File: config.mk
export PLATFORM = sky130hd
export DESIGN_NAME = char_lcd_nibble_writer_core
export DESIGN_NICKNAME = d
export VERILOG_FILES = /design/src/rtl/clnw_pkg.sv /design/src/rtl/char_lcd_nibble_writer_core.sv /design/src/rtl/clnw_front.sv /design/src/rtl/clnw_fifo.sv /design/src/rtl/clnw_back.sv
export SDC_FILE = /design/constraint.sdc
export NUM_CORES = 1
export LEC_CHECK = 0
export ABC_CLOCK_PERIOD_IN_PS = 3500
export BUFFER_PORTS_ARGS = -buffer_cell sky130_fd_sc_hd__buf_2
export CORE_ASPECT_RATIO = 0.75
export CORE_UTILIZATION = 35
export CTS_CLUSTER_DIAMETER = 100
export DETAILED_ROUTE_END_ITERATION = 10
export GPL_TIMING_DRIVEN = 0
export PLACE_DENSITY = 0.51
export SKIP_CTS_REPAIR_TIMING = 1
export SLEW_MARGIN = 0
export SYNTH_ARGS = -nofsm -noshare
export SYNTH_HDL_FRONTEND = slang
export SYNTH_HIERARCHICAL = 1
export SYNTH_SLANG_ARGS = --single-unit
export TNS_END_PERCENT = 10
File: constraint.sdc
create_clock -name clk_i -period 3.5 [get_ports clk_i]
set_clock_uncertainty 0.1 [all_clocks]
set_input_delay 0.35 -clock clk_i [delete_from_list [all_inputs] [get_ports clk_i]]
set_output_delay 0.35 -clock clk_i [all_outputs]
set_load 0.03 [all_outputs]
File: src/rtl/clnw_pkg.sv
package clnw_pkg;

  // request codes
  typedef enum logic [2:0] {
    MODE_INIT    = 3'd0,
    MODE_COMMAND = 3'd1,
    MODE_DATA    = 3'd2,
    MODE_CLEAR   = 3'd3,
    MODE_HOME    = 3'd4,
    MODE_CURSOR  = 3'd5
  } mode_e;

  // configuration register indexes
  localparam int unsigned CFG_IDX_W = 4;
  typedef enum logic [CFG_IDX_W-1:0] {
    CFG_LINE3_ADDR  = 4'd0,
    CFG_LINE4_ADDR  = 4'd1,
    CFG_EN_PULSE    = 4'd2,
    CFG_CMD_WAIT    = 4'd3,
    CFG_DATA_WAIT   = 4'd4,
    CFG_LONG_WAIT   = 4'd5,
    CFG_BOOTUP_WAIT = 4'd6,
    CFG_RESET_WAIT  = 4'd7
  } cfg_idx_e;

  localparam int unsigned CFG_DATA_W = 20;
  localparam int unsigned HOLD_W     = 20;

  // which wait closes the final byte of a job
  typedef enum logic [1:0] {
    WAIT_CMD,
    WAIT_DATA,
    WAIT_LONG
  } wait_e;

  typedef struct packed {
    logic [2:0] mode;
    logic [7:0] value;
    logic [2:0] row;
    logic [6:0] column;
  } in_item_t;

  typedef struct packed {
    logic              reg_select;
    logic              enable;
    logic [3:0]        nibble;
    logic [HOLD_W-1:0] hold_us;
    logic              last;
  } out_item_t;

  typedef struct packed {
    logic [6:0]  line3_address;
    logic [6:0]  line4_address;
    logic [15:0] enable_pulse_us;
    logic [15:0] command_wait_us;
    logic [15:0] data_wait_us;
    logic [19:0] long_wait_us;
    logic [19:0] bootup_wait_us;
    logic [19:0] reset_wait_us;
  } cfg_t;

  localparam cfg_t CFG_RESET = '{
    line3_address:   7'd16,
    line4_address:   7'd80,
    enable_pulse_us: 16'd20,
    command_wait_us: 16'd42,
    data_wait_us:    16'd46,
    long_wait_us:    20'd2000,
    bootup_wait_us:  20'd15000,
    reset_wait_us:   20'd5000
  };

  // job handed from front to back
  typedef struct packed {
    logic       is_init;
    logic       rs;
    logic [7:0] byte_val;
    wait_e      wait_sel;
  } job_t;

  localparam int unsigned QDEPTH = 4;

  // pin-state step numbering of a full init run
  localparam int unsigned STEP_W     = 5;
  localparam logic [STEP_W-1:0] STEP_BYTES0 = 5'd9;
  localparam logic [STEP_W-1:0] STEP_BYTE   = 5'd21;
  localparam logic [STEP_W-1:0] STEP_LAST   = 5'd24;

  localparam logic [HOLD_W-1:0] SHORT_RESET_US = 20'd1000;

  localparam logic [7:0] CMD_CLEAR    = 8'h01;
  localparam logic [7:0] CMD_HOME     = 8'h02;
  localparam logic [7:0] CMD_ENTRY    = 8'h06;
  localparam logic [7:0] CMD_DISPLAY  = 8'h0C;
  localparam logic [7:0] CMD_FUNCTION = 8'h28;
  localparam logic [7:0] CMD_SET_DDRAM = 8'h80;
  localparam logic [6:0] ROW2_START   = 7'h40;

  function automatic logic [7:0] init_byte(input logic [1:0] idx);
    logic [7:0] b;
    unique case (idx)
      2'd0:    b = CMD_FUNCTION;
      2'd1:    b = CMD_DISPLAY;
      2'd2:    b = CMD_ENTRY;
      default: b = CMD_CLEAR;
    endcase
    return b;
  endfunction

endpackage

File: src/rtl/char_lcd_nibble_writer_core.sv
// channel | direction | handshake             | payload
// --------+-----------+-----------------------+------------------------------
// in      | input     | in_valid_i/in_ready_o | in_data_i  (in_item_t)
// out     | output    | out_valid_o/out_ready_i | out_data_o (out_item_t)
// cfg     | input     | cfg_we_i, no wait     | cfg_idx_i, cfg_data_i
//
// an init request gives 25 pin states (steps 0 to 24), any byte request 4;
// the back sequencer emits one pin state per cycle into its output register while
// the output is not stalled, and fetches each job in its idle state
// requests that produce nothing are taken and dropped by the front
// reset clears the queue and the sequencer and puts the registers to defaults
// a stalled output holds the sequencer; the queue keeps taking requests until full
module char_lcd_nibble_writer_core
  import clnw_pkg::*;
(
  input  logic                  clk_i,
  input  logic                  rst_ni,
  input  logic                  in_valid_i,
  output logic                  in_ready_o,
  input  in_item_t              in_data_i,
  output logic                  out_valid_o,
  input  logic                  out_ready_i,
  output out_item_t             out_data_o,
  input  logic                  cfg_we_i,
  input  logic [CFG_IDX_W-1:0]  cfg_idx_i,
  input  logic [CFG_DATA_W-1:0] cfg_data_i
);

  cfg_t cfg_q;

  // front to queue
  logic q_push;
  job_t q_push_job;
  logic q_full;
  // queue to back
  logic q_pop;
  job_t q_pop_job;
  logic q_empty;

  // register file, each register keeps only its own width
  always_ff @(posedge clk_i or negedge rst_ni) begin
    if (!rst_ni) begin
      cfg_q <= CFG_RESET;
    end else if (cfg_we_i) begin
      unique case (cfg_idx_i)
        CFG_LINE3_ADDR:  cfg_q.line3_address   <= cfg_data_i[6:0];
        CFG_LINE4_ADDR:  cfg_q.line4_address   <= cfg_data_i[6:0];
        CFG_EN_PULSE:    cfg_q.enable_pulse_us <= cfg_data_i[15:0];
        CFG_CMD_WAIT:    cfg_q.command_wait_us <= cfg_data_i[15:0];
        CFG_DATA_WAIT:   cfg_q.data_wait_us    <= cfg_data_i[15:0];
        CFG_LONG_WAIT:   cfg_q.long_wait_us    <= cfg_data_i[19:0];
        CFG_BOOTUP_WAIT: cfg_q.bootup_wait_us  <= cfg_data_i[19:0];
        CFG_RESET_WAIT:  cfg_q.reset_wait_us   <= cfg_data_i[19:0];
        default: ;  // indexes past the list are ignored
      endcase
    end
  end

  // classification and cursor address
  clnw_front u_front (
    .in_valid_i      (in_valid_i),
    .in_ready_o      (in_ready_o),
    .in_data_i       (in_data_i),
    .line3_address_i (cfg_q.line3_address),
    .line4_address_i (cfg_q.line4_address),
    .q_full_i        (q_full),
    .q_push_o        (q_push),
    .q_job_o         (q_push_job)
  );

  // short job queue decoupling the two sides
  clnw_fifo u_fifo (
    .clk_i       (clk_i),
    .rst_ni      (rst_ni),
    .push_i      (q_push),
    .push_data_i (q_push_job),
    .full_o      (q_full),
    .pop_i       (q_pop),
    .pop_data_o  (q_pop_job),
    .empty_o     (q_empty)
  );

  // pin-state sequencer with output register
  clnw_back u_back (
    .clk_i       (clk_i),
    .rst_ni      (rst_ni),
    .cfg_i       (cfg_q),
    .q_empty_i   (q_empty),
    .q_job_i     (q_pop_job),
    .q_pop_o     (q_pop),
    .out_valid_o (out_valid_o),
    .out_ready_i (out_ready_i),
    .out_data_o  (out_data_o)
  );

endmodule

File: src/rtl/clnw_front.sv
module clnw_front
  import clnw_pkg::*;
(
  input  logic       in_valid_i,
  output logic       in_ready_o,
  input  in_item_t   in_data_i,
  input  logic [6:0] line3_address_i,
  input  logic [6:0] line4_address_i,
  input  logic       q_full_i,
  output logic       q_push_o,
  output job_t       q_job_o
);

  logic       keep;
  logic [6:0] row_start;
  logic [6:0] ddram_addr;

  assign in_ready_o = !q_full_i;

  always_comb begin
    row_start = '0;
    unique case (in_data_i.row)
      3'd1:    row_start = '0;
      3'd2:    row_start = ROW2_START;
      3'd3:    row_start = line3_address_i;
      3'd4:    row_start = line4_address_i;
      default: row_start = '0;
    endcase
  end

  // address wraps within the 7-bit display ram space
  assign ddram_addr = row_start + in_data_i.column;

  always_comb begin
    keep             = 1'b1;
    q_job_o.is_init  = 1'b0;
    q_job_o.rs       = 1'b0;
    q_job_o.byte_val = in_data_i.value;
    q_job_o.wait_sel = WAIT_CMD;
    unique case (in_data_i.mode)
      MODE_INIT: begin
        q_job_o.is_init  = 1'b1;
        q_job_o.byte_val = CMD_CLEAR;
        q_job_o.wait_sel = WAIT_LONG;
      end
      MODE_COMMAND: q_job_o.wait_sel = WAIT_CMD;
      MODE_DATA: begin
        q_job_o.rs       = 1'b1;
        q_job_o.wait_sel = WAIT_DATA;
      end
      MODE_CLEAR: begin
        q_job_o.byte_val = CMD_CLEAR;
        q_job_o.wait_sel = WAIT_LONG;
      end
      MODE_HOME: begin
        q_job_o.byte_val = CMD_HOME;
        q_job_o.wait_sel = WAIT_LONG;
      end
      MODE_CURSOR: begin
        q_job_o.byte_val = CMD_SET_DDRAM | {1'b0, ddram_addr};
        keep = (in_data_i.row >= 3'd1) && (in_data_i.row <= 3'd4);
      end
      default: keep = 1'b0;
    endcase
  end

  // requests that give no pin states are taken and dropped here
  assign q_push_o = in_valid_i && !q_full_i && keep;

endmodule

File: src/rtl/clnw_fifo.sv
module clnw_fifo
  import clnw_pkg::*;
(
  input  logic clk_i,
  input  logic rst_ni,
  input  logic push_i,
  input  job_t push_data_i,
  output logic full_o,
  input  logic pop_i,
  output job_t pop_data_o,
  output logic empty_o
);

  localparam int unsigned PTR_W = (QDEPTH > 1) ? $clog2(QDEPTH) : 1;
  localparam int unsigned CNT_W = $clog2(QDEPTH + 1);

  job_t             mem_q [QDEPTH];
  logic [PTR_W-1:0] wr_ptr_q, rd_ptr_q;
  logic [CNT_W-1:0] cnt_q;
  logic             do_push, do_pop;

  assign full_o     = (cnt_q == CNT_W'(QDEPTH));
  assign empty_o    = (cnt_q == '0);
  assign pop_data_o = mem_q[rd_ptr_q];
  assign do_push    = push_i && !full_o;
  assign do_pop     = pop_i && !empty_o;

  function automatic logic [PTR_W-1:0] ptr_next(input logic [PTR_W-1:0] p);
    return (p == PTR_W'(QDEPTH - 1)) ? '0 : p + 1'b1;
  endfunction

  always_ff @(posedge clk_i) begin
    if (do_push) begin
      mem_q[wr_ptr_q] <= push_data_i;
    end
  end

  always_ff @(posedge clk_i or negedge rst_ni) begin
    if (!rst_ni) begin
      wr_ptr_q <= '0;
      rd_ptr_q <= '0;
      cnt_q    <= '0;
    end else begin
      if (do_push) wr_ptr_q <= ptr_next(wr_ptr_q);
      if (do_pop)  rd_ptr_q <= ptr_next(rd_ptr_q);
      if (do_push && !do_pop) begin
        cnt_q <= cnt_q + 1'b1;
      end else if (do_pop && !do_push) begin
        cnt_q <= cnt_q - 1'b1;
      end
    end
  end

endmodule

File: src/rtl/clnw_back.sv
module clnw_back
  import clnw_pkg::*;
(
  input  logic      clk_i,
  input  logic      rst_ni,
  input  cfg_t      cfg_i,
  input  logic      q_empty_i,
  input  job_t      q_job_i,
  output logic      q_pop_o,
  output logic      out_valid_o,
  input  logic      out_ready_i,
  output out_item_t out_data_o
);

  typedef enum logic {
    ST_IDLE,
    ST_RUN
  } state_e;

  state_e            state_q;
  logic [STEP_W-1:0] step_q;
  job_t              job_q;
  logic              out_valid_q;
  out_item_t         out_q;

  logic              advance;
  logic [STEP_W-1:0] t;
  logic [1:0]        ph;
  logic [7:0]        cur_byte;
  logic [HOLD_W:0]   long_sum;
  logic [HOLD_W-1:0] long_hold;
  logic [HOLD_W-1:0] pulse_hold;
  logic [HOLD_W-1:0] wait_hold;
  out_item_t         nxt;

  assign advance = !out_valid_q || out_ready_i;
  assign q_pop_o = (state_q == ST_IDLE) && !q_empty_i;

  assign long_sum  = {5'd0, cfg_i.command_wait_us} + {1'b0, cfg_i.long_wait_us};
  assign long_hold = long_sum[HOLD_W] ? '1 : long_sum[HOLD_W-1:0];
  assign pulse_hold = {4'd0, cfg_i.enable_pulse_us};

  always_comb begin
    unique case (job_q.wait_sel)
      WAIT_CMD:  wait_hold = {4'd0, cfg_i.command_wait_us};
      WAIT_DATA: wait_hold = {4'd0, cfg_i.data_wait_us};
      WAIT_LONG: wait_hold = long_hold;
      default:   wait_hold = {4'd0, cfg_i.command_wait_us};
    endcase
  end

  assign t        = step_q - STEP_BYTES0;
  assign ph       = t[1:0];
  assign cur_byte = (t[3:2] == 2'd3) ? job_q.byte_val : init_byte(t[3:2]);

  always_comb begin
    nxt.reg_select = job_q.rs;
    nxt.last       = (step_q == STEP_LAST);
    if (step_q == '0) begin
      // power-up wait, all pins low
      nxt.enable  = 1'b0;
      nxt.nibble  = '0;
      nxt.hold_us = cfg_i.bootup_wait_us;
    end else if (step_q < STEP_BYTES0) begin
      // soft resets and the switch to four-bit mode
      nxt.enable = step_q[0];
      nxt.nibble = (step_q <= STEP_W'(6)) ? 4'h3 : 4'h2;
      if (step_q[0]) begin
        nxt.hold_us = pulse_hold;
      end else if (step_q == STEP_W'(2) || step_q == STEP_W'(8)) begin
        nxt.hold_us = cfg_i.reset_wait_us;
      end else begin
        nxt.hold_us = SHORT_RESET_US;
      end
    end else begin
      nxt.enable = !ph[0];
      nxt.nibble = ph[1] ? cur_byte[3:0] : cur_byte[7:4];
      if (!ph[0]) begin
        nxt.hold_us = pulse_hold;
      end else if (ph[1]) begin
        // setup bytes of an init run always close on the command wait
        nxt.hold_us = (t[3:2] == 2'd3) ? wait_hold : {4'd0, cfg_i.command_wait_us};
      end else begin
        nxt.hold_us = '0;
      end
    end
  end

  always_ff @(posedge clk_i or negedge rst_ni) begin
    if (!rst_ni) begin
      state_q     <= ST_IDLE;
      step_q      <= '0;
      job_q       <= '0;
      out_valid_q <= 1'b0;
      out_q       <= '0;
    end else begin
      if (out_valid_q && out_ready_i) out_valid_q <= 1'b0;
      unique case (state_q)
        ST_IDLE: begin
          if (!q_empty_i) begin
            job_q   <= q_job_i;
            step_q  <= q_job_i.is_init ? '0 : STEP_BYTE;
            state_q <= ST_RUN;
          end
        end
        ST_RUN: begin
          if (advance) begin
            out_valid_q <= 1'b1;
            out_q       <= nxt;
            step_q      <= step_q + 1'b1;
            if (step_q == STEP_LAST) state_q <= ST_IDLE;
          end
        end
        default: state_q <= ST_IDLE;
      endcase
    end
  end

  assign out_valid_o = out_valid_q;
  assign out_data_o  = out_q;

endmodule

# Yosys cells after proc, flatten, opt, wreduce, memory -nomap -nowiden
# Memories as Yosys holds them, arrays and structs flattened.
# Index checks and enable logic that the tools add are counted.
[op_classes]
add_sub_neg = 8
n_lt_le_gt_ge = 4
n_eq_ne = 28
n_mux = 36
n_bitwise = 2
reduce_logical = 37
[op_table]
columns = ["operator", "n"]
rows = [
  ["$mux 20", 6],
  ["$mux 25", 2],
  ["$pmux 20 s2", 1],
  ["$pmux 8 s3", 1],
  ["$reduce_and 2->1", 11],
  ["$add 16x20->21", 1],
  ["$pmux 7 s3", 1],
  ["$pmux 6 s3", 1],
  ["$eq 4x3->1 const B", 4],
  ["$mux 5", 3],
  ["$eq 3x2->1 const B", 4],
  ["$eq 3x3->1 const B", 4],
  ["$mux 1", 11],
  ["$eq 2x2->1 const B", 5],
  ["$pmux 5 s2", 1],
  ["$logic_and 1x1->1", 9],
  ["$eq 4x2->1 const B", 2],
  ["$mux 8", 1],
  ["$add 7x7->7", 1],
  ["$logic_not 1->1", 6],
  ["$logic_not 3->1", 2],
  ["$mux 3", 2],
  ["$add 5x1->5 const B", 1],
  ["$eq 5x2->1 const B", 1],
  ["other kinds (27)", 34],
]
[word_totals]
ff_bits = 174
ramBits = 48
input_bits = 50
out_inout_bits = 29
wordCells = 138
mem_count = 1
[memory_table]
columns = ["memory", "words", "width", "rd", "rd_ports_with_merged_regs", "write_ports", "line", "source"]
rows = [
  ["u_fifo.mem_q", 4, 12, 1, 0, 1, "clnw_fifo.sv:17", "job_t mem_q [QDEPTH];"],
]

# Logic depth before layout (Yosys ltp)
[logic_depth]
word_depth = 9
ltp_mapped = 14
mapped_depth_nobuf = 11

# By module
# Netlist, hierarchy kept.
[by_module_without_submodules]
columns = ["mod", "instances", "cells_per_inst", "area_per_inst_um2", "seq_area_each_um2"]
rows = [
  ["char_lcd_nibble_writer_core", 1, 267, 4618.2, 3090.5],
  ["clnw_back", 1, 468, 3993.8, 1126.1],
  ["clnw_fifo", 1, 100, 2175.8, 1616.6],
  ["clnw_front", 1, 89, 599.3, 0.0],
]

# Worst setup path before layout
# OpenSTA, ideal clock, no wires.
[synth_path]
path_type = "register to register"
start = "register u_back.step_q[0]"
end = "register u_back.out_q, in the netlist u_back/out_data_o[4]"
setup_ps = 125
arrival_time_ps = 2569
required_time_ps = 3275
slack_ps = 706
stages_incl_launch_ff = 15
path_buffers = 4
period_less_slack_ps = 2794
path_cell_list = "dfrtp_1 > clkbuf_1 > inv_1 > ha_1 > xor2_1 > ha_1 > buf_2 > nor2b_1 > buf_6 > buf_2 > nand2_1 > o221ai_1 > a31oi_1 > o221ai_1 > nand2_1"
[synth_via]
elab_chain_len = 7
word_cells_on_any_way = 14
classes_between = "1 x add/sub; 1 x order compare; 3 x eq/ne; 7 x mux; 2 x reduce/logical"
[synth_rtl]
columns = ["element", "line", "source"]
rows = [
  ["start, declared", "clnw_back.sv:21", "logic [STEP_W-1:0] step_q;"],
  ["start signal, assigned", "clnw_back.sv:102", "step_q <= q_job_i.is_init ? '0 : STEP_BYTE;"],
  ["start signal, assigned", "clnw_back.sv:110", "step_q <= step_q + 1'b1;"],
  ["$sub 4x4->4", "clnw_back.sv:52", "assign t = step_q - STEP_BYTES0;"],
  ["$eq 2x2->1", "clnw_back.sv:82", "nxt.hold_us = (t[3:2] == 2'd3) ? wait_hold : {4'd0, cfg_i.command_wait_us};"],
  ["$mux 20", "clnw_back.sv:82", ""],
  ["$mux 20", "clnw_back.sv:80", "end else if (ph[1]) begin"],
  ["$mux 20", "clnw_back.sv:78", "if (!ph[0]) begin"],
  ["$mux 25", "clnw_back.sv:64", "end else if (step_q < STEP_BYTES0) begin"],
  ["$mux 25 (*)", "clnw_back.sv:59", "if (step_q == '0) begin"],
  ["end signal, assigned", "clnw_back.sv:109", "out_q <= nxt;"],
  ["end, declared", "clnw_back.sv:24", "out_item_t out_q;"],
]
# Every way passes the cells marked *; elsewhere a longest branch is shown, timed or not.
# A chain may end at the register's enable or synchronous reset.

# Worst setup path after layout
# Ends and elaborated chain as after synthesis.

==> metrics.txt <==
outcome=completed; share of cells above drive strength 1=0.350; CTS Buffer Depth=3; Worst-Margin Slew=about 1200 ps; Min-Delay Path Class=primary input to register; Worst-Skew Late Latency=530 ps; Die H=158 µm; crit path buf inv count=4; Worst Hold End=cfg_q[59]$_DFFE_PN0P_; Initial Util=0.360; total track usage=0.192; CTS tree=built; Post-Syn Area=11,400 µm²; worst r2r path cells=12; initial antenna violation count=2; Root Driver=clkbuf_16; WL final=31,500 µm; reg-to-reg endpoint=u_back/out_data_o[4]$_DFFE_PN0P_; synth warn=6; Vias/cell=5.37; DP HPWL=22,800 µm; Critical Path AT=3770 ps; async set-reset flop share out of synthesis=0.784; DR vias=7,989; power density cells=798 nW/µm²; post-route minimum period=around 3400 ps; dpl cell area=12,400 µm²; main flop type after synthesis=dfrtp_1; cell taking the most area after synthesis=dfrtp_1; critical path, cell by cell=inv_1, ha_1, xor2_2, ha_1, buf_2, nor2b_2, buf_6, buf_2, o221ai_1, a31oi_1, o221ai_1, nand2_1; drt first pass iters=5; Top delay family on crit path=buffers and inverters; critical path type=register to register; vias in the first global route=7,711; Syn Area/Cell=12.3 µm²; IO Pins=79; area grow syn2layout=15.9%; Core Box Area=31,600 µm²; Post-synth EDFFs=48; Post-Layout Cell Count=approximately 1.5k; post-route cell area=between 10,000 and 15,000 µm²; final core occ=0.418; site row count=56; hold path start=cfg_data_i[19]; IO Port Bufs=77; TritonCTS Buffers=25; register area share after synthesis=0.512; GRT Residual Overflow=0; syn_nets=just over 1k; Filler Cell Count=3,029; Final setup violation count=0; Synth Instances=~920; slew margin rel.=0.181; P_leak=0.00552 µW; DRT antenna net count=0; GP Congestion=0.843; crit path max fanout=10; Die X=between 200 and 250 µm; f_max=294 MHz; RSZ-0062 raised after global routing=no; Critical Path End Type=register; Seq cells post-synth=222; Crit path depth=12; pin count of the biggest net entering global routing=109; Fin. Hold Viols=0; commonest non-fill, non-tap cells in the layout=dfrtp_1 (143), mux2_2 (133), buf_2 (97); most common cell after layout, fill and taps aside=dfrtp_1; max-cap violation count=0; Max VDD drop=0.000330 V; r2r startpoint=u_back/step_q[0]$_DFFE_PN0P_; DR DRC count=0; Startpoint Class=register; R2R Setup Slk=just over 100 ps; first-pass GRT wire length=47,600 µm; post-synth top area share=0.316; Critical Path Max Stage Delay=480 ps; fin crit share=0.970; Die ar.=33,300 µm²; Yosys cell types=87; clock-pin slew on the worst setup and hold paths=approximately 60 ps; fin nets=1,123; Worst Hold Depth=2; initial DRC count=around 650; CP required=3870 ps; # H-tree levels=1; DP Cell Count=1,437; Critical-path top delay cell=dfrtp_2; Slew Limit Fails=0; CTS sink cnt=222; DR WL/cell=21.2 µm; Area contributors post-synth=dfrtp_1 (32%), mux2_2 (13%), edfxtp_1 (13%), dfstp_2 (6.9%), ha_1 (4.2%)
-- cell usage after synthesis (8+ instances only) --
cell,number
mux2_2,133
xor2_1,11
nor3_1,13
o31ai_1,10
o22ai_1,8
clkbuf_1,10
nand2b_1,8
a21oi_1,49
ha_1,38
mux4_2,13
dfrtp_1,144
o21ai_0,34
edfxtp_1,48
nand3_1,22
dfstp_2,30
nor2_1,32
a31oi_1,9
o21ai_1,19
a21o_1,12
inv_1,17
a22o_1,13
xnor2_1,10
buf_2,21
nand2_1,62
-- state kept, by name (all words and copies together) (netlist names) --
name	count
u_back/job_q	11
cfg_q	122
u_fifo/cnt_q	3
u_back/state_q	1
u_back/out_data_o	27
u_fifo/mem_q	48
u_back/step_q	5
u_back/out_valid_o	1
u_fifo/rd_ptr_q	2
u_fifo/wr_ptr_q	2
-- worst max-delay path by stage --
stage | startpoint | end | slack (ps)
CTS | u_back/step_q[0]$_DFFE_PN0P_ | u_back/out_data_o[4]$_DFFE_PN0P_ | -320
global placement | rst_ni | cfg_q[43]$_DFFE_PN0P_ | -1000
detailed placement | u_back/step_q[0]$_DFFE_PN0P_ | u_back/out_data_o[4]$_DFFE_PN0P_ | -290
global route | u_back/step_q[0]$_DFFE_PN0P_ | u_back/out_data_o[4]$_DFFE_PN0P_ | 8
floorplan | u_back/step_q[0]$_DFFE_PN0P_ | u_back/out_data_o[4]$_DFFE_PN0P_ | 710
finish | u_back/step_q[0]$_DFFE_PN0P_ | u_back/out_data_o[4]$_DFFE_PN0P_ | 100
-- where the power goes --
group	switching [µW]	internal, µW
clock	1070	1510
combinational	2490	1660
sequential	426	3390
-- cells by family (layout without fill, tap and decap cells) --
family | after synthesis | count (layout) | share of synthesized area
AO/OA/AOI/OAI | 223 | 223 | 0.138
flip-flops | 222 | 222 | 0.512
AND/OR/NAND/NOR | 198 | 198 | 0.0897
multiplexers | 153 | 153 | 0.165
buffers and inverters | 66 | 192 | 0.0324
adder cells (fa/ha/maj) | 41 | 41 | 0.0470
XOR/XNOR | 21 | 21 | 0.0162
other | 0 | 2 | 0
-- layer usage --
metal	track usage	wire [µm]
met1	0.303	16400
met2	0.269	12900
met3	0.0333	1610
met4	0.0431	664
met5	0	0
-- metrics by stage --
stage,TNS [ps],power (µW),worst slack (ps),hold WS [ps]
2_1_floorplan,0,6690,706,-45.6
3_3_place_gp,-141630,7910,-1000,361
3_5_place_dp,-1310,7970,-289,245
4_1_cts,-1760,10600,-317,-321
5_1_grt,0,11200,8.48,22.4
6_report,0,10500,104,40.1
-- final cells by class --
type                    instances  area (µm²)  share of cell area
multi-input cells             636        5200               0.394
diodes                          2        5.00            0.000379
plain buffers                  47         299              0.0227
flip-flops and latches        222        5830               0.442
inverters                      18        67.6             0.00512
clock inverters                11         111             0.00844
well taps                     435         544              0.0412
clock buffers                  34         679              0.0515
repair buffers                 82         463              0.0351
Note: power is estimated with default switching activity, not from simulation.
